### config.mk
export PLATFORM = sky130hd
export DESIGN_NAME = gsj_table
export DESIGN_NICKNAME = d
export VERILOG_FILES = /design/src/rtl/gsj_pkg.sv /design/src/rtl/gsj_table.sv
export SDC_FILE = /design/constraint.sdc
export NUM_CORES = 1
export LEC_CHECK = 0
export ABC_AREA = 0
export BUFFER_PORTS_ARGS = -buffer_cell sky130_fd_sc_hd__buf_2
export CAP_MARGIN = 10
export CORE_MARGIN = 1.5
export CORE_UTILIZATION = 55
export CTS_BUF_LIST = sky130_fd_sc_hd__clkbuf_16
export CTS_CLUSTER_SIZE = 40
export DETAILED_ROUTE_END_ITERATION = 10
export PLACE_DENSITY = 0.75
export SYNTH_ARGS = -nofsm -noshare
export SYNTH_HDL_FRONTEND = slang
export SYNTH_SLANG_ARGS = --single-unit
### constraint.sdc
create_clock -name i_clk -period 9.1 [get_ports i_clk]
set_clock_uncertainty 0.05 [all_clocks]
set_input_delay 0.455 -clock i_clk [delete_from_list [all_inputs] [get_ports i_clk]]
set_output_delay 0.455 -clock i_clk [all_outputs]
set_load 0.02 [all_outputs]
### src/rtl/gsj_pkg.sv
// Shared types and constants for the Gaussian sum and Jacobian evaluator.
// Used by gsj_mul, gsj_div, gsj_table and gaussian_sum_jacobian_2d.
`timescale 1ns / 1ps
package gsj_pkg;

    localparam logic [63:0] INV2PI_Q64   = 64'h28BE60DB9391054A;
    localparam logic [63:0] LOG2E_M1_Q32 = 64'd1901360723;
    localparam logic [63:0] LN2_Q32      = 64'd2977044472;
    localparam logic [63:0] ONE_Q32      = 64'h0000_0001_0000_0000;
    localparam logic [63:0] TWO_Q32      = 64'h0000_0002_0000_0000;
    localparam logic [63:0] RECIP_NUM    = 64'h0100_0000_0000_0000;
    localparam logic [63:0] TX_LIMIT     = 64'h0000_0000_2000_0000;
    localparam logic [63:0] U_LIMIT      = 64'h0000_0020_0000_0000;
    localparam logic [63:0] SUM_BIAS     = 64'h8000_0000_0000_0000;
    localparam logic [63:0] POS48        = 64'h0000_7FFF_FFFF_FFFF;
    localparam logic [63:0] NEG48        = 64'h0000_8000_0000_0000;
    localparam logic [3:0]  EXP_TERMS    = 4'd12;
    localparam logic [5:0]  EXP_NMAX     = 6'd32;
    localparam int          ENTRY_W      = 120;

    typedef enum logic [4:0] {
        S_IDLE, S_RD, S_LD, S_DIV_R, S_MUL_SS, S_DIV_INV, S_MUL_TX, S_MUL_TY,
        S_CHK, S_MUL_TXX, S_MUL_TYY, S_CHKU, S_MUL_W1, S_MUL_W2, S_EXPN,
        S_MUL_Y, S_MUL_T, S_DIV_T, S_MUL_H, S_MUL_G, S_MUL_GS, S_MUL_DX,
        S_MUL_DY, S_MUL_DS, S_SUM, S_OUT
    } t_state;

    typedef struct packed {
        logic        start;
        logic [63:0] a;
        logic [63:0] b;
        logic [5:0]  sh;
    } t_mul_req;

    typedef struct packed {
        logic        done;
        logic        ovf;
        logic [63:0] p;
    } t_mul_rsp;

    typedef struct packed {
        logic        start;
        logic [63:0] n;
        logic [63:0] d;
    } t_div_req;

    typedef struct packed {
        logic        done;
        logic [63:0] q;
    } t_div_rsp;

endpackage

### src/rtl/gsj_table.sv
// Peak parameter memory: one write port, one registered read port.
// Depends on gsj_pkg for the entry width.
`timescale 1ns / 1ps
module gsj_table #(
    parameter int DEPTH = 16,
    parameter int AW    = 4
) (
    input  logic                        i_clk,
    input  logic                        i_we,
    input  logic [AW-1:0]               i_waddr,
    input  logic [gsj_pkg::ENTRY_W-1:0] i_wdata,
    input  logic [AW-1:0]               i_raddr,
    output logic [gsj_pkg::ENTRY_W-1:0] o_rdata
);
    import gsj_pkg::*;

    logic [ENTRY_W-1:0] mem [DEPTH];

    always_ff @(posedge i_clk) begin
        if (i_we) begin
            mem[i_waddr] <= i_wdata;
        end
        o_rdata <= mem[i_raddr];
    end

endmodule

==> results.yml <==
run_status:
  status: "finished, final reports clean"
logic_synthesis:
  syn_inst: 3066
  yosysMostFrequentCell: "edfxtp_1"
  synth.largest_area_cell: "edfxtp_1"
  ys_types: 18
  synth-seq-cells: 2040
  syn-mean-instance-area_um2: 24.1
  synth_top_area_share: 0.779
  synthTopCellsByArea: "edfxtp_1 (78%), mux4_2 (15%), dfxtp_1 (3.2%)"
  ys_seq_area_frac: 0.811
  ys_top_cells_by_count: "edfxtp_1 (1,920), mux4_2 (480), a22oi_1 (240), nand2_1 (121), dfxtp_1 (120)"
  synthesis.nets: 3196
  synth-edff-count: 1920
  syn_area_um2: 74000
  ys.flop_type: "edfxtp_1"
  yosysWarnings: 0
  synthArstFlopShare: 0
drt:
  totalWireLength_um: 164000
  firstDrtPassIters: 7
  drtIter0Drc: 4170
  ant_nets: 0
  avgRoutedWirePerCell_um: 30.0
  vias_per_cell: 6.32
  drcViolationCount: 0
  route.vias.total: 34500
critical_path:
  crit_type: "in -> reg"
  crit_fanout: 41
  end_kind: "flip-flop"
  crit_family: "buffers and inverters"
  max_stage_delay_ns: 0.79
  start_kind: "primary input"
  crit_buf_inv: 3
  cp.arrival_ns: 3.40
  rrSetupSlack_ns: 7.66
  crit_slowest_cell: "nor2_4"
  crit_path_frequent_cell: "buf_4"
  worstPathCellList: "buf_2 > nand3b_1 > nor2_4 > buf_4 > buf_4"
  required_ns: 9.48
placement:
  placed_area_um2: 77500
  dp.final_hpwl_um: 72800
  port_buffers: 249
  place_congestion: 0.702
min_path:
  min_path_type: "in -> reg"
clock_tree:
  cts_tree: "built"
  cts-htree-levels: 4
  root_buffer: "clkbuf_16"
  cts_sinks: 2040
  path_clk_slew_ns: 0.06
  cts_resized: 0
  ctsLongestPathBuffers: 3
  worstSkewPairLatency_ns: 0.81
  numCtsBuffers: 189
floorplanning:
  row_count: 134
  start_util: 0.555
  die_y_um: 370
  io_pins: 250
  core_area_um2: 133000
  die_area_um2: 137000
  die_x_um: 370
sta:
  fmax_ghz: 0.331
  setup_viol: 0
  slew_viol_final: 0
  period_minus_slack_ns: 3.02
  tightest_slew_ns: 1.20
  hold_viol_final: 0
  rsz0062_at_grt: "no"
  fin_crit_sh: 0.332
  finalSetupTns_ns: 0
  slew_headroom: 0.198
power_and_ir_drop:
  clockPowerShare: 0.396
  p_sw_frac: 0.210
  comb_power_share: 0.052
  seqPwrFrac: 0.553
  cell_internal_pwr_w: 0.0151
  ir_drop_v: 0.000191
  p_per_area_nw_per_um2: 226
  leakage_nw: 27.4
  switchingPower_w: 0.00403
global_route:
  grt_first_pass_wirelength_um: 238000
  antenna_found_initial: 17
  grt_use_total: 0.242
  grt_pass1_vias: 35400
  grt_max_degree: 154
  grt_overflow: 0
final_layout:
  fin_area_um2: 84700
  nets: 3647
  area_growth_pct: 14.4
  drive_gt1_frac: 0.288
job:
  maxCapViolCount: 0
[per-layer routing]
layer / vias up / wire (um) / part of all wire / track usage
li1: 14100 / - / - / -
met1: 18400 / 64500 / 0.39 / 0.344
met2: 1712 / 81100 / 0.50 / 0.388
met3: 264 / 14200 / 0.087 / 0.0451
met4: 16 / 3770 / 0.023 / 0.0731
met5: - / 102 / 0.00062 / 0
[power by group through the flow]
stage                     clock network, W  logic (W)  registers, W
final                              0.00759   0.000989        0.0106
after global routing               0.00805    0.00106        0.0106
after CTS                          0.00768   0.000999        0.0106
after detailed placement                 0   0.000945        0.0108
after global placement                   0   0.000925        0.0108
after floorplan                          0   0.000493        0.0108
[registers in the layout (all words and copies together) (netlist names)]
name / flops
o_rdata: 120
mem: 1920
[final timing paths]
path / from / end / depth (start not counted)
worst max-delay path: i_waddr[2] / mem[10][24] / 5
worst min-delay path: i_waddr[1] / mem[12][95] / 2
worst max register to register: mem[11][47] / o_rdata[47] / 3
worst min register to register: mem[14][82] / o_rdata[82] / 3
[metrics by stage]
stage	hold slack, ns	worst slack (ns)	power, W	instances	util
6_report	0.230	6.08	0.0192	5458	0.634
4_1_cts	0.187	6.14	0.0193	5451	0.634
5_1_grt	0.220	5.98	0.0197	5456	0.634
3_3_place_gp	0.592	5.33	0.0117	4974	0.580
2_1_floorplan	0.504	2.47	0.0113	3066	-
3_5_place_dp	0.600	5.30	0.0117	4974	0.580
[layout by cell type (no fill, tap or decap), drive strengths merged, types with 4 or more instances in the layout]
cell	count
edfxtp	1920
mux4	480
buf	299
a22oi	240
clkbuf	191
nand2	121
dlygate4sd3	120
dfxtp	120
clkinv	81
inv	65
bufinv	15
nor2	13
diode	7
clkinvlp	5
nor3	4
[cell type report]
type                            instances  area (um2)
Tap cell                             1768        2210
Antenna cell                            7        17.5
Fill cell                            8546       48800
Clock buffer                          191        4780
Multi-Input combinational cell        867       13400
Sequential cell                      2040       60100
Clock inverter                        166        1220
Timing Repair Buffer                  419        3030
[timing repair]
item | 4_1_cts | 5_1_grt
endpoints found under the hold margin | 1920 | 0
setup buffers | 0 | 0
hold buffers | 120 | 0
[logic make-up (layout without fill, tap and decap cells)]
kind of cell,Yosys count,in the layout,share of synthesized area
AOI/OAI and AO/OA,240,240,0.0243
muxes,480,480,0.146
and+or+nand+nor,147,147,0.00788
buffers and inverters,159,776,0.0102
other,0,7,0
DFF,2040,2040,0.811
No activity file was read; power rests on OpenSTA's default activity.
