$ cat src/rtl/gsj_pkg.sv
// Shared types and constants for the Gaussian sum and Jacobian evaluator.
// Used by gsj_mul, gsj_div, gsj_table and gaussian_sum_jacobian_2d.
`timescale 1ns / 1ps
package gsj_pkg;

    localparam logic [63:0] INV2PI_Q64   = 64'h28BE60DB9391054A;
    localparam logic [63:0] LOG2E_M1_Q32 = 64'd1901360723;
    localparam logic [63:0] LN2_Q32      = 64'd2977044472;
    localparam logic [63:0] ONE_Q32      = 64'h0000_0001_0000_0000;
    localparam logic [63:0] TWO_Q32      = 64'h0000_0002_0000_0000;
    localparam logic [63:0] RECIP_NUM    = 64'h0100_0000_0000_0000;
    localparam logic [63:0] TX_LIMIT     = 64'h0000_0000_2000_0000;
    localparam logic [63:0] U_LIMIT      = 64'h0000_0020_0000_0000;
    localparam logic [63:0] SUM_BIAS     = 64'h8000_0000_0000_0000;
    localparam logic [63:0] POS48        = 64'h0000_7FFF_FFFF_FFFF;
    localparam logic [63:0] NEG48        = 64'h0000_8000_0000_0000;
    localparam logic [3:0]  EXP_TERMS    = 4'd12;
    localparam logic [5:0]  EXP_NMAX     = 6'd32;
    localparam int          ENTRY_W      = 120;

    typedef enum logic [4:0] {
        S_IDLE, S_RD, S_LD, S_DIV_R, S_MUL_SS, S_DIV_INV, S_MUL_TX, S_MUL_TY,
        S_CHK, S_MUL_TXX, S_MUL_TYY, S_CHKU, S_MUL_W1, S_MUL_W2, S_EXPN,
        S_MUL_Y, S_MUL_T, S_DIV_T, S_MUL_H, S_MUL_G, S_MUL_GS, S_MUL_DX,
        S_MUL_DY, S_MUL_DS, S_SUM, S_OUT
    } t_state;

    typedef struct packed {
        logic        start;
        logic [63:0] a;
        logic [63:0] b;
        logic [5:0]  sh;
    } t_mul_req;

    typedef struct packed {
        logic        done;
        logic        ovf;
        logic [63:0] p;
    } t_mul_rsp;

    typedef struct packed {
        logic        start;
        logic [63:0] n;
        logic [63:0] d;
    } t_div_req;

    typedef struct packed {
        logic        done;
        logic [63:0] q;
    } t_div_rsp;

endpackage

$ cat src/rtl/gsj_mul.sv
// Shared 64x64 multiplier: four 32x32 partial products over several cycles,
// then a right shift with saturation to 64 bits. Depends on gsj_pkg.
`timescale 1ns / 1ps
module gsj_mul (
    input  logic              i_clk,
    input  logic              i_rst_n,
    input  gsj_pkg::t_mul_req i_req,
    output gsj_pkg::t_mul_rsp o_rsp
);
    import gsj_pkg::*;

    logic         r_busy;
    logic [2:0]   r_step;
    logic [63:0]  r_a;
    logic [63:0]  r_b;
    logic [5:0]   r_sh;
    logic [63:0]  r_pp;
    logic [1:0]   r_ppk;
    logic [127:0] r_acc;
    logic [31:0]  pa;
    logic [31:0]  pb;
    logic [63:0]  pp_c;
    logic [1:0]   ppk_c;
    logic [127:0] pp_ext;
    logic [127:0] shifted;

    always_comb begin
        case (r_step)
            3'd0: begin pa = r_a[31:0];  pb = r_b[31:0];  ppk_c = 2'd0; end
            3'd1: begin pa = r_a[31:0];  pb = r_b[63:32]; ppk_c = 2'd1; end
            3'd2: begin pa = r_a[63:32]; pb = r_b[31:0];  ppk_c = 2'd1; end
            3'd3: begin pa = r_a[63:32]; pb = r_b[63:32]; ppk_c = 2'd2; end
            default: begin pa = 32'd0; pb = 32'd0; ppk_c = 2'd0; end
        endcase
        pp_c = pa * pb;
        case (r_ppk)
            2'd0:    pp_ext = {64'd0, r_pp};
            2'd1:    pp_ext = {32'd0, r_pp, 32'd0};
            default: pp_ext = {r_pp, 64'd0};
        endcase
    end

    always_ff @(posedge i_clk) begin
        if (!i_rst_n) begin
            r_busy <= 1'b0;
            r_step <= 3'd0;
        end else if (i_req.start) begin
            r_busy <= 1'b1;
            r_step <= 3'd0;
        end else if (r_busy) begin
            if (r_step == 3'd5) begin
                r_busy <= 1'b0;
            end else begin
                r_step <= r_step + 3'd1;
            end
        end
    end

    always_ff @(posedge i_clk) begin
        if (i_req.start) begin
            r_a   <= i_req.a;
            r_b   <= i_req.b;
            r_sh  <= i_req.sh;
            r_acc <= '0;
        end else if (r_busy) begin
            if (r_step < 3'd4) begin
                r_pp  <= pp_c;
                r_ppk <= ppk_c;
            end
            if (r_step >= 3'd1 && r_step <= 3'd4) begin
                r_acc <= r_acc + pp_ext;
            end
        end
    end

    assign shifted    = r_acc >> r_sh;
    assign o_rsp.done = r_busy && (r_step == 3'd5);
    assign o_rsp.ovf  = |shifted[127:64];
    assign o_rsp.p    = (|shifted[127:64]) ? {64{1'b1}} : shifted[63:0];

endmodule

$ cat config.mk
export PLATFORM = sky130hd
export DESIGN_NAME = gsj_mul
export DESIGN_NICKNAME = d
export VERILOG_FILES = /design/src/rtl/gsj_pkg.sv /design/src/rtl/gsj_mul.sv
export SDC_FILE = /design/constraint.sdc
export NUM_CORES = 2
export LEC_CHECK = 0
export BUFFER_PORTS_ARGS = -buffer_cell sky130_fd_sc_hd__buf_4
export CAP_MARGIN = 20
export CORE_MARGIN = 10
export CORE_UTILIZATION = 30
export DETAILED_ROUTE_END_ITERATION = 10
export PLACE_DENSITY = 0.5
export SETUP_SLACK_MARGIN = 0.02
export SLEW_MARGIN = 20
export SYNTH_ARGS = -nofsm -noshare
export SYNTH_HDL_FRONTEND = slang
export SYNTH_SLANG_ARGS = --single-unit
$ cat constraint.sdc
create_clock -name i_clk -period 23.6 [get_ports i_clk]
set_input_delay 4.72 -clock i_clk [delete_from_list [all_inputs] [get_ports i_clk]]
set_output_delay 4.72 -clock i_clk [all_outputs]
set_load 0.03 [all_outputs]
==> flow_metrics.env <==
export IMPL_crit_path_start_kind="flop"
export IMPL_end_kind="flop"
export IMPL_critPathRequiredTime_ns=24.00
export IMPL_post_dp_hpwl_um=192000
export IMPL_synth_cell_types=88
export IMPL_finalHoldViolCount=0
export IMPL_synthToLayoutAreaGrowth_pct=9.26
export IMPL_ys_seq_area_frac=0.143
export IMPL_dominantRegCellSynth="edfxtp_1"
export IMPL_worst_pin_slew_ns=1.07
export IMPL_setup_tns_ns=0
export IMPL_rows=164
export IMPL_slowest_delay_ns=0.66
export IMPL_syn_nets=8421
export IMPL_hold_buffers=0
export IMPL_cpMostUsedCell="fa_1"
export IMPL_syn_area_per_cell_um2=8.63
export IMPL_numCtsBuffers=44
export IMPL_drt_pass1_iter_count=6
export IMPL_routed_wl_um=238000
export IMPL_antenna_found_initial=3
export IMPL_syn_area_um2=60300
export IMPL_grt_remaining_overflow=0
export IMPL_core_area_um2=200000
export IMPL_insertion_delay_ns=0.69
export IMPL_grt_start_max_net_pins=99
export IMPL_drc=0
export IMPL_hp_class="reg -> reg"
export IMPL_post_cts_resized=0
export IMPL_fin_crit_sh=0.470
export IMPL_num_io_pins=203
export IMPL_dr_total_vias=50600
export IMPL_maxCapViolCount=0
export IMPL_die_y_um=468
export IMPL_timing_fmax_ghz=0.0902
export IMPL_synthArstFlopShare=0
export IMPL_clk_path_buf_depth=3
export IMPL_grt_use_total=0.213
export IMPL_initial_core_util=0.302
export IMPL_cp_arrival_ns=11.48
export IMPL_final_nets=8340
export IMPL_synth_enable_flop_cells=200
export IMPL_cts_sinks=332
export IMPL_antenna_left=0
export IMPL_port_buffers=202
export IMPL_relSlewSlack=0.288
export IMPL_synth_cells=6992
export IMPL_post_cts_buffers=0
export IMPL_setup_violations=0
export IMPL_crit_fanout=46
export IMPL_period_minus_slack_ns=11.08
export IMPL_drv_slew=0
export IMPL_grt_pass1_wl_um=350000
export IMPL_crit_slowest_cell="a22o_1"
export IMPL_wl_per_cell_um=24.8
export IMPL_ys_ff_latch=332
export IMPL_grt_pass1_vias=51900
export IMPL_cts_max_level=2
export IMPL_die_x_um=468
export IMPL_skew_ns=0.0604
export IMPL_cts_root_buf="clkbuf_16"
export IMPL_rsz0062_at_grt="no"
export IMPL_drt_iter0_drc=4596
export IMPL_die_area_um2=219000
export IMPL_path_clk_slew_ns=0.07
export IMPL_drive_above_1_share=0.0919
export IMPL_status="finished, final reports clean"
export IMPL_synth_warnings=0
export IMPL_cts_tree="done"
export IMPL_avgViaCountPerCell=5.27
export IMPL_gp_congestion=0.933
export IMPL_critPathKind="reg -> reg"
critical path, delay by kind of cell (launching register included):
family / cells / cell delay, ns
and+or+nand+nor: 1 / 0.18
xor gates and xnor gates: 1 / 0.16
buffers and inverters: 7 / 1.46
AOI/OAI and AO/OA: 13 / 3.84
DFF: 1 / 0.40
adders and majority gates: 11 / 4.71
worst paths after layout:
| kind | startpoint | end | cells past startpoint | slack (ns) |
|---|---|---|---|---|
| hold reg to reg | r_acc[5] | r_acc[5] | 2 | 0.51 |
| hold / removal | r_acc[5] | r_acc[5] | 2 | 0.51 |
| setup reg to reg | r_step[0] | r_pp[62] | 33 | 12.52 |
| setup / recovery | r_step[0] | r_pp[62] | 33 | 12.52 |
layout make-up:
| cell class | instances | area, µm² |
|---|---|---|
| fill | 21100 | 134000 |
| multi-input combinational | 5270 | 46400 |
| sequential | 332 | 8650 |
| inverter | 944 | 3550 |
| tap | 2656 | 3320 |
| timing repair buffer | 319 | 2410 |
| clock buffer | 55 | 1210 |
| clock inverter | 26 | 320 |
| antenna | 5 | 12.5 |
cells in the final DEF, fill, tap and decap left out, types with 124 or more instances in the layout:
| master | n |
|---|---|
| a21oi_1 | 357 |
| inv_1 | 938 |
| dfxtp_1 | 130 |
| buf_4 | 316 |
| edfxtp_1 | 200 |
| mux4_2 | 124 |
| nor2_1 | 817 |
| ha_1 | 395 |
| mux2i_1 | 198 |
| nand2_1 | 1132 |
| fa_1 | 897 |
| o21ai_0 | 227 |
registers in the layout, indices dropped and copies added, names as in the netlist:
name and flops:
r_b 64, r_ppk 2, r_busy 1, r_acc 128, r_step 3, r_a 64
r_pp 64, r_sh 6
synthesized netlist by cell type (16+ instances only):
cell type / number / area, µm²
a21oi_1: 357 / 1790
a31oi_1: 33 / 206
fa_1: 897 / 18000
a21o_1: 121 / 908
buf_1: 30 / 113
nor2_1: 829 / 3110
o21a_1: 19 / 143
and3_1: 16 / 100
mux2_2: 18 / 203
xnor2_1: 112 / 981
nand2_1: 1132 / 4250
nor2b_1: 16 / 100
or2_2: 33 / 206
nor3_1: 48 / 240
a22o_1: 66 / 578
clkbuf_1: 345 / 1290
nand2b_1: 25 / 156
o21ai_0: 227 / 1140
buf_2: 46 / 230
dfxtp_1: 132 / 2640
edfxtp_1: 200 / 6010
nand4_1: 81 / 507
mux2i_1: 199 / 1990
inv_1: 941 / 3530
ha_1: 395 / 4940
mux4_2: 124 / 2790
a22oi_1: 32 / 240
and2_1: 81 / 507
or3_1: 19 / 119
o21bai_1: 60 / 450
nand3_1: 38 / 190
o21ai_1: 35 / 175
a211oi_1: 35 / 263
xor2_1: 61 / 534
o211ai_1: 22 / 165
metrics by stage:
step	instances	worst slack, ns	util	instance area, µm²	hold slack [ns]
2_1_floorplan	6992	13.46	-	60300	0.453
3_3_place_gp	9519	12.48	0.322	64300	0.488
3_5_place_dp	9520	12.28	0.322	64300	0.501
4_1_cts	9601	12.27	0.330	65900	0.513
5_1_grt	9602	11.91	0.330	65900	0.539
6_report	9607	12.52	0.330	65900	0.514
cells by family after synthesis:
kind of cell / count (synthesis) / synth area share
compound gates: 1118 / 0.118
flops: 332 / 0.143
buf+inv: 1390 / 0.0895
xor+xnor: 173 / 0.0251
simple gates: 2346 / 0.161
mux: 341 / 0.0827
fa+ha+maj: 1292 / 0.380
metal layers:
layer,share of wire,GRT usage
met4,0.056,0.0967
met3,0.073,0.0322
met5,0.000046,0
met2,0.45,0.339
met1,0.43,0.286
Power is not shown: default switching activity piles up to over one toggle a cycle in this logic, so the estimate is an artifact.
