<file path="src/rtl/gsj_pkg.sv">
// Shared types and constants for the Gaussian sum and Jacobian evaluator.
// Used by gsj_mul, gsj_div, gsj_table and gaussian_sum_jacobian_2d.
`timescale 1ns / 1ps
package gsj_pkg;

    localparam logic [63:0] INV2PI_Q64   = 64'h28BE60DB9391054A;
    localparam logic [63:0] LOG2E_M1_Q32 = 64'd1901360723;
    localparam logic [63:0] LN2_Q32      = 64'd2977044472;
    localparam logic [63:0] ONE_Q32      = 64'h0000_0001_0000_0000;
    localparam logic [63:0] TWO_Q32      = 64'h0000_0002_0000_0000;
    localparam logic [63:0] RECIP_NUM    = 64'h0100_0000_0000_0000;
    localparam logic [63:0] TX_LIMIT     = 64'h0000_0000_2000_0000;
    localparam logic [63:0] U_LIMIT      = 64'h0000_0020_0000_0000;
    localparam logic [63:0] SUM_BIAS     = 64'h8000_0000_0000_0000;
    localparam logic [63:0] POS48        = 64'h0000_7FFF_FFFF_FFFF;
    localparam logic [63:0] NEG48        = 64'h0000_8000_0000_0000;
    localparam logic [3:0]  EXP_TERMS    = 4'd12;
    localparam logic [5:0]  EXP_NMAX     = 6'd32;
    localparam int          ENTRY_W      = 120;

    typedef enum logic [4:0] {
        S_IDLE, S_RD, S_LD, S_DIV_R, S_MUL_SS, S_DIV_INV, S_MUL_TX, S_MUL_TY,
        S_CHK, S_MUL_TXX, S_MUL_TYY, S_CHKU, S_MUL_W1, S_MUL_W2, S_EXPN,
        S_MUL_Y, S_MUL_T, S_DIV_T, S_MUL_H, S_MUL_G, S_MUL_GS, S_MUL_DX,
        S_MUL_DY, S_MUL_DS, S_SUM, S_OUT
    } t_state;

    typedef struct packed {
        logic        start;
        logic [63:0] a;
        logic [63:0] b;
        logic [5:0]  sh;
    } t_mul_req;

    typedef struct packed {
        logic        done;
        logic        ovf;
        logic [63:0] p;
    } t_mul_rsp;

    typedef struct packed {
        logic        start;
        logic [63:0] n;
        logic [63:0] d;
    } t_div_req;

    typedef struct packed {
        logic        done;
        logic [63:0] q;
    } t_div_rsp;

endpackage

</file>
<file path="src/rtl/gsj_div.sv">
// Shared 64-bit restoring divider, one quotient bit per cycle.
// Depends on gsj_pkg.
`timescale 1ns / 1ps
module gsj_div (
    input  logic              i_clk,
    input  logic              i_rst_n,
    input  gsj_pkg::t_div_req i_req,
    output gsj_pkg::t_div_rsp o_rsp
);
    import gsj_pkg::*;

    logic        r_busy;
    logic [6:0]  r_cnt;
    logic [63:0] r_rem;
    logic [63:0] r_q;
    logic [63:0] r_d;
    logic [64:0] trial;
    logic        fits;

    assign trial = {r_rem, r_q[63]};
    assign fits  = trial >= {1'b0, r_d};

    always_ff @(posedge i_clk) begin
        if (!i_rst_n) begin
            r_busy <= 1'b0;
            r_cnt  <= 7'd0;
        end else if (i_req.start) begin
            r_busy <= 1'b1;
            r_cnt  <= 7'd0;
        end else if (r_busy) begin
            if (r_cnt == 7'd64) begin
                r_busy <= 1'b0;
            end else begin
                r_cnt <= r_cnt + 7'd1;
            end
        end
    end

    always_ff @(posedge i_clk) begin
        if (i_req.start) begin
            r_rem <= 64'd0;
            r_q   <= i_req.n;
            r_d   <= i_req.d;
        end else if (r_busy && r_cnt != 7'd64) begin
            r_rem <= fits ? 64'(trial - {1'b0, r_d}) : trial[63:0];
            r_q   <= {r_q[62:0], fits};
        end
    end

    assign o_rsp.done = r_busy && (r_cnt == 7'd64);
    assign o_rsp.q    = r_q;

endmodule

</file>
<file path="config.mk">
export PLATFORM = sky130hd
export DESIGN_NAME = gsj_div
export DESIGN_NICKNAME = d
export VERILOG_FILES = /design/src/rtl/gsj_pkg.sv /design/src/rtl/gsj_div.sv
export SDC_FILE = /design/constraint.sdc
export NUM_CORES = 1
export LEC_CHECK = 0
export BUFFER_PORTS_ARGS = -buffer_cell sky130_fd_sc_hd__buf_2
export CAP_MARGIN = 10
export CORE_UTILIZATION = 44
export DETAILED_ROUTE_END_ITERATION = 10
export PLACE_DENSITY_LB_ADDON = 0.1
export SYNTH_ARGS = -nofsm -noshare
export SYNTH_HDL_FRONTEND = slang
export SYNTH_SLANG_ARGS = --single-unit
</file>
<file path="constraint.sdc">
create_clock -name i_clk -period 6.4 [get_ports i_clk]
set_input_delay 0.64 -clock i_clk [delete_from_list [all_inputs] [get_ports i_clk]]
set_output_delay 0.64 -clock i_clk [all_outputs]
set_load 0.02 [all_outputs]
</file>
==> results of run 1 <==
power groups by stage:
stage               sequential (µW)  clock (µW)  combinational (µW)
finish                         1560        1070                 956
global route                   1580        1150                1060
CTS                            1570        1100                 956
detailed placement             1590           0                 951
global placement               1590           0                 949
floorplan                      1640           0                 651
synthesized netlist by cell type, types with 3 or more instances:
| cell | count |
|---|---|
| xor2_1 | 23 |
| nor4_1 | 5 |
| buf_2 | 18 |
| a211oi_1 | 8 |
| a21oi_1 | 108 |
| a21o_1 | 34 |
| and2_1 | 7 |
| o21a_1 | 5 |
| inv_1 | 84 |
| nand2_1 | 159 |
| nand4_1 | 27 |
| or2_2 | 3 |
| o211ai_1 | 9 |
| ha_1 | 66 |
| a211o_1 | 4 |
| nor2_1 | 70 |
| and3_1 | 7 |
| nand3_1 | 29 |
| a221oi_1 | 4 |
| and4_1 | 4 |
| dfxtp_1 | 72 |
| a311oi_2 | 9 |
| o2111ai_1 | 3 |
| mux2_2 | 66 |
| a311oi_1 | 19 |
| a31oi_1 | 25 |
| o21ai_1 | 9 |
| nand2b_1 | 9 |
| o21ai_0 | 69 |
| a21boi_0 | 3 |
| a41oi_1 | 3 |
| nor2b_1 | 5 |
| o21bai_1 | 11 |
| o31ai_1 | 7 |
| nand3b_1 | 3 |
| or3_1 | 10 |
| clkbuf_1 | 47 |
| xnor2_1 | 30 |
| nor3_1 | 10 |
| edfxtp_1 | 128 |
sequential cells by signal, summed over array words and instances (netlist names):
signal,flops
r_busy,1
r_d,64
r_q,64
r_rem,64
r_cnt,7
layer usage:
| layer | vias to the layer above | global-route usage, % | share of wire, % |
|---|---|---|---|
| met2 | 273 | 34.5 | 45 |
| met3 | 35 | 5.72 | 6.4 |
| met1 | 4604 | 28.2 | 47 |
| met4 | 4 | 5.98 | 1.4 |
| met5 | - | 0 | 0.092 |
| li1 | 4886 | - | - |
how the worst max path moves through the flow:
stage,from,to,cells after the start
2_1_floorplan,r_q[63],r_rem[58],13
3_3_place_gp,r_q[63],r_rem[58],13
3_5_place_dp,r_q[63],r_rem[58],13
4_1_cts,r_q[63],r_rem[58],13
5_1_grt,r_q[63],r_rem[58],13
6_report,r_q[63],r_rem[58],13
logic make-up after synthesis:
family                   synth area share (%)
flip-flops                               44.0
AO/OA/AOI/OAI                            19.6
buffers and inverters                    5.21
adder cells (fa/ha/maj)                  7.04
XOR/XNOR                                 3.86
multiplexers                             6.36
AND/OR/NAND/NOR                          14.0
worst max-delay path: stages (launching register included):
cell and delay, ps:
edfxtp_1 380, inv_1 50, ha_1 230, fa_1 400, nand2b_1 170, a21oi_1 270, a31oi_1 270, o31ai_2 520
a311oi_2 260, o31ai_1 510, a311oi_2 230, o21bai_1 240, mux2_2 360, a31oi_1 120
stage by stage:
step	util, %	cells
floorplan	-	1254
global placement	49.0	1725
detailed placement	49.0	1725
CTS	51.1	1757
global route	51.1	1757
finish	51.2	1758
final cells by class:
class                           instances  area (µm²)
Fill cell                            2572       13100
Clock buffer                           19         443
Multi-Input combinational cell        899        6110
Inverter                               84         315
Clock inverter                         13         136
Tap cell                              341         427
Antenna cell                            1        2.50
Timing Repair Buffer                  201        1030
Sequential cell                       200        5290
==> results by group, run 1 <==
Status
  • Outcome: complete, no violations

Placed design
  • Post-DP Area: 13200 µm²
  • Buffers on Ports: 195
  • DPL Wire Length: 20900 µm
  • Routability congestion estimate: 0.897
  • Worst slack at placement: 2390 ps

Critical path
  • Critical Path Sink Type: register
  • CP Max Fanout: 4
  • RR Endpoint: r_rem[58]
  • Crit path required time: 6780 ps
  • R2R depth: 13
  • CP Class: register to register
  • Reg2Reg Setup Slack: 2320 ps
  • Crit start category: register
  • RR Startpoint: r_q[63]
  • Worst Path Arrival: 4460 ps

STA
  • Final setup viols: 0
  • Period utilization: 63.8%
  • Setup ws final: 2320 ps
  • Relative slew slack: 24.2%
  • Unrepaired setup endpoints after global routing: no
  • Layout Skew: 20.0 ps
  • Minimum clock period: 4080 ps
  • Total negative slack: 0 ps
  • Final Hold Vio Count: 0
  • FMAX: 245 MHz
  • Worst-margin pin slew: 1140 ps
  • Pins Over Slew Limit: 0
  • Worst hold slack: 356 ps

Floorplan
  • DIE WIDTH: 167 µm
  • Initial core utilization: 44.7%
  • Core box area: 26900 µm²
  • Die height: 167 µm
  • I/O pins: 196
  • Row Count: 60
  • Total die area: 28000 µm²

GRT
  • Vias in the first global route: 9588
  • Total gr overflow: 0
  • Antenna violations before repair: 3
  • Tot GR Track Use: 21.4%
  • First-pass GRT wire length: 48400 µm
  • Pin count of the biggest net entering global routing: 110

Routing
  • Drt wl/cell: 16.7 µm
  • Routed via count: 9802
  • Drt drc: 0
  • Final WL: 29300 µm
  • Iteration-0 DRC Markers: 594
  • DR vias/cell: 5.58
  • Pre-Repair DR Iteration Count: 7
  • Post-route ant nets: 0

Synth
  • Yosys warns: 0
  • Avg Inst Size Synth: 9.58 µm²
  • Share of the synthesized area in the top cell type: 32.0%
  • Synth area leaders: edfxtp_1 (32%), dfxtp_1 (12%), ha_1 (6.9%)
  • Synth Cell Area: 12000 µm²
  • Post-synthesis sequential area ratio: 44.0%
  • Post-synthesis register bit count: 200
  • Unique cell type count in the Yosys netlist: 73
  • Most used flip-flop cell after synthesis: edfxtp_1
  • Count of flip-flops with a built-in enable after synthesis: 128
  • Post-synthesis instance total: 1254
  • Ys async rst share: 0%
  • Syn Nets: 1452
  • Cell taking the most area after synthesis: edfxtp_1

Power and ir drop
  • Switch Pwr: 1190 µW
  • Leak Pwr: 0.00577 µW
  • Sequential share of power: 43.6%
  • Total power per unit cell area: 261 nW/µm²
  • Power, Total: 3590 µW
  • Comb power frac: 26.6%
  • Clock share of power: 29.8%
  • Switching share of power: 33.1%
  • Internal Power: 2400 µW
  • Peak supply drop: 0.000266 V

Clocking
  • Clock root cell: clkbuf_16
  • Clk buf depth: 2
  • Postcts setup bufs: 0
  • Clock sink count: 200
  • CTS tree: built
  • TritonCTS buffer count: 17
  • CTS-repair resized insts: 0
  • H-tree depth: 4
  • CTS hold repair buffers: 0
  • Clock-pin slew on the worst setup and hold paths: 80 ps
  • Worst-skew pair later-pin latency: 450 ps

Hold path
  • Min-delay src: i_req[16]
  • Hold Path Class: input pin to register
  • Hold Path Sink: r_d[16]
  • Hold path cells: 1

Layout
  • Most common cell after layout, fill and taps aside: buf_2
  • Post-route cell area: 13700 µm²
  • Final #Nets: 1601
  • Area Growth Syn to Fin: 14.4%
  • Most frequent cells in the layout: buf_2 (194), nand2_1 (158), edfxtp_1 (128), a21oi_1 (108), inv_1 (84)
  • Layout cells sized above 1: 23.3%

Flow run
  • Max-capacitance violation count: 0
Power figures use the tool's default switching activity.
==> inputs of run 2 (changes only) <==
clock period = 3.88 ns   (was 6.4 ns; I/O delays follow)
==> run 2 against run 1 <==
Effect of this change:
- core utilization up 0.46 points
- design area up 0.90%
- flip-flop and latch count unchanged
- power up 66%
- routed wire length up 3.0%
- hold slack worse by 250 ps
- first-iteration DRC count up 7.7%
- non-clock buffer count up 16
- clock power up 63%
- clock-buffer cell count up 1
- sequential share of layout area down 0.34 points
==> results by group, run 2 (synthesized netlist as in run 1, its figures left out) <==
STA
  • Final setup viols: 0
  • Relative slew slack: 35.1%
  • Total negative slack: 0 ps
  • Layout Skew: 19.2 ps
  • FMAX: 276 MHz
  • Pins Over Slew Limit: 0
  • Period utilization: 93.5%
  • Minimum clock period: 3630 ps
  • Final Hold Vio Count: 0
  • Worst-margin pin slew: 973 ps
  • Unrepaired setup endpoints after global routing: no

Routing
  • Drt drc: 0
  • Post-route ant nets: 0
  • Pre-Repair DR Iteration Count: 6
  • DR vias/cell: 5.61
  • Routed via count: 9940
  • Drt wl/cell: 17.0 µm
  • Final WL: 30200 µm
  • Iteration-0 DRC Markers: 640

Floorplan
  • Die height: 167 µm
  • Core box area: 26900 µm²
  • Row Count: 60
  • I/O pins: 196
  • Initial core utilization: 44.7%
  • DIE WIDTH: 167 µm
  • Total die area: 28000 µm²

Power and ir drop
  • Total power per unit cell area: 429 nW/µm²
  • Power, Total: 5940 µW
  • Leak Pwr: 0.00585 µW
  • Peak supply drop: 0.000287 V

Layout
  • Area Growth Syn to Fin: 15.4%
  • Area of the multi-input gates: 6120 µm²
  • Core Util, Final: 51.6%
  • Fill cells: 2587
  • Most common cell after layout, fill and taps aside: buf_2
  • Final #Nets: 1617
  • Largest regs: r_d x64, r_q x64, r_rem x64
  • Non-Filler Instances: 1773
  • Total area of sequential cells: 5290 µm²
  • ANT cells: 0
  • Layout cells sized above 1: 24.2%
  • Most frequent cells in the layout: buf_2 (194), nand2_1 (158), edfxtp_1 (128), a21oi_1 (108), inv_1 (84)

GRT
  • Pin count of the biggest net entering global routing: 114
  • First-pass GRT wire length: 49100 µm
  • Tot GR Track Use: 21.7%
  • Total gr overflow: 0
  • Vias in the first global route: 9627
  • Antenna violations before repair: 2

Hold path
  • Hold Path Class: input pin to register

Flow run
  • Max-capacitance violation count: 0

Critical path
  • CP Class: register to register
  • Crit start category: register
  • Crit path required time: 4210 ps
  • Worst Path Arrival: 3950 ps
  • CP Max Fanout: 4
  • Critical Path Sink Type: register

Placed design
  • Placed Cells: 1741
  • Routability congestion estimate: 0.888
  • Buffers on Ports: 195
  • DPL Wire Length: 21600 µm

Clocking
  • CTS tree: built
  • Postcts setup bufs: 0
  • H-tree depth: 4
  • Clk buf depth: 2
  • Clock root cell: clkbuf_16
  • Worst-skew pair later-pin latency: 450 ps
  • TritonCTS buffer count: 17
  • Clock-pin slew on the worst setup and hold paths: 90 ps
  • Clock sink count: 200

Status
  • Outcome: complete, no violations
==> run 2: per-layer routing <==
metal	global-route usage [%]	vias to the layer above	share of wire (%)
met2	34.8	298	45
met4	5.94	4	1.4
li1	-	4900	-
met5	0	-	0.090
met3	5.70	30	6.4
met1	28.8	4708	47
==> run 2: layout make-up <==
cell class / instances / share of cell area [%]
well taps: 341 / 3.08
repair buffers: 217 / 8.45
clock buffers: 20 / 3.15
clock inverters: 12 / 0.812
flip-flops and latches: 200 / 38.1
multi-input cells: 899 / 44.1
inverters: 84 / 2.27
==> run 2: final timing paths <==
check	depth (start not counted)	to	start	slack [ps]
max reg2reg	13	r_rem[24]	r_q[63]	250
min	1	r_d[37]	i_req[37]	110
max	13	r_rem[24]	r_q[63]	250
min reg2reg	2	r_rem[35]	r_rem[35]	490
==> run 2: through the flow <==
stage | hold WS (ps) | setup WS (ps) | cell area, µm²
final | 107 | 251 | 13900
after global routing | 81.9 | 23.7 | 13900
after CTS | 88.3 | 192 | 13900
after detailed placement | 472 | 208 | 13300
after global placement | 462 | 359 | 13300
after floorplan | 449 | 505 | 12000
==> run 2: what timing repair did <==
item	in CTS	in global routing
endpoints found under the setup margin	0	2
hold buffers	0	0
gates resized for setup	0	2
==> run 2: critical path, cell delays in order (launching register included) <==
cell      delay [ps]
edfxtp_1         380
inv_1             60
ha_1             220
fa_1             400
nand2b_1         180
a21oi_1          270
a31oi_1          240
o211ai_1         290
a41oi_1          220
o21ai_0          400
a21oi_1          220
o2111a_1         280
a221oi_1         240
a21oi_1          110
==> run 2: where the power goes <==
group          internal, µW  leakage (µW)  switching (µW)
sequential             2480       0.00186             106
combinational           640       0.00371             982
clock                   849      0.000268             890
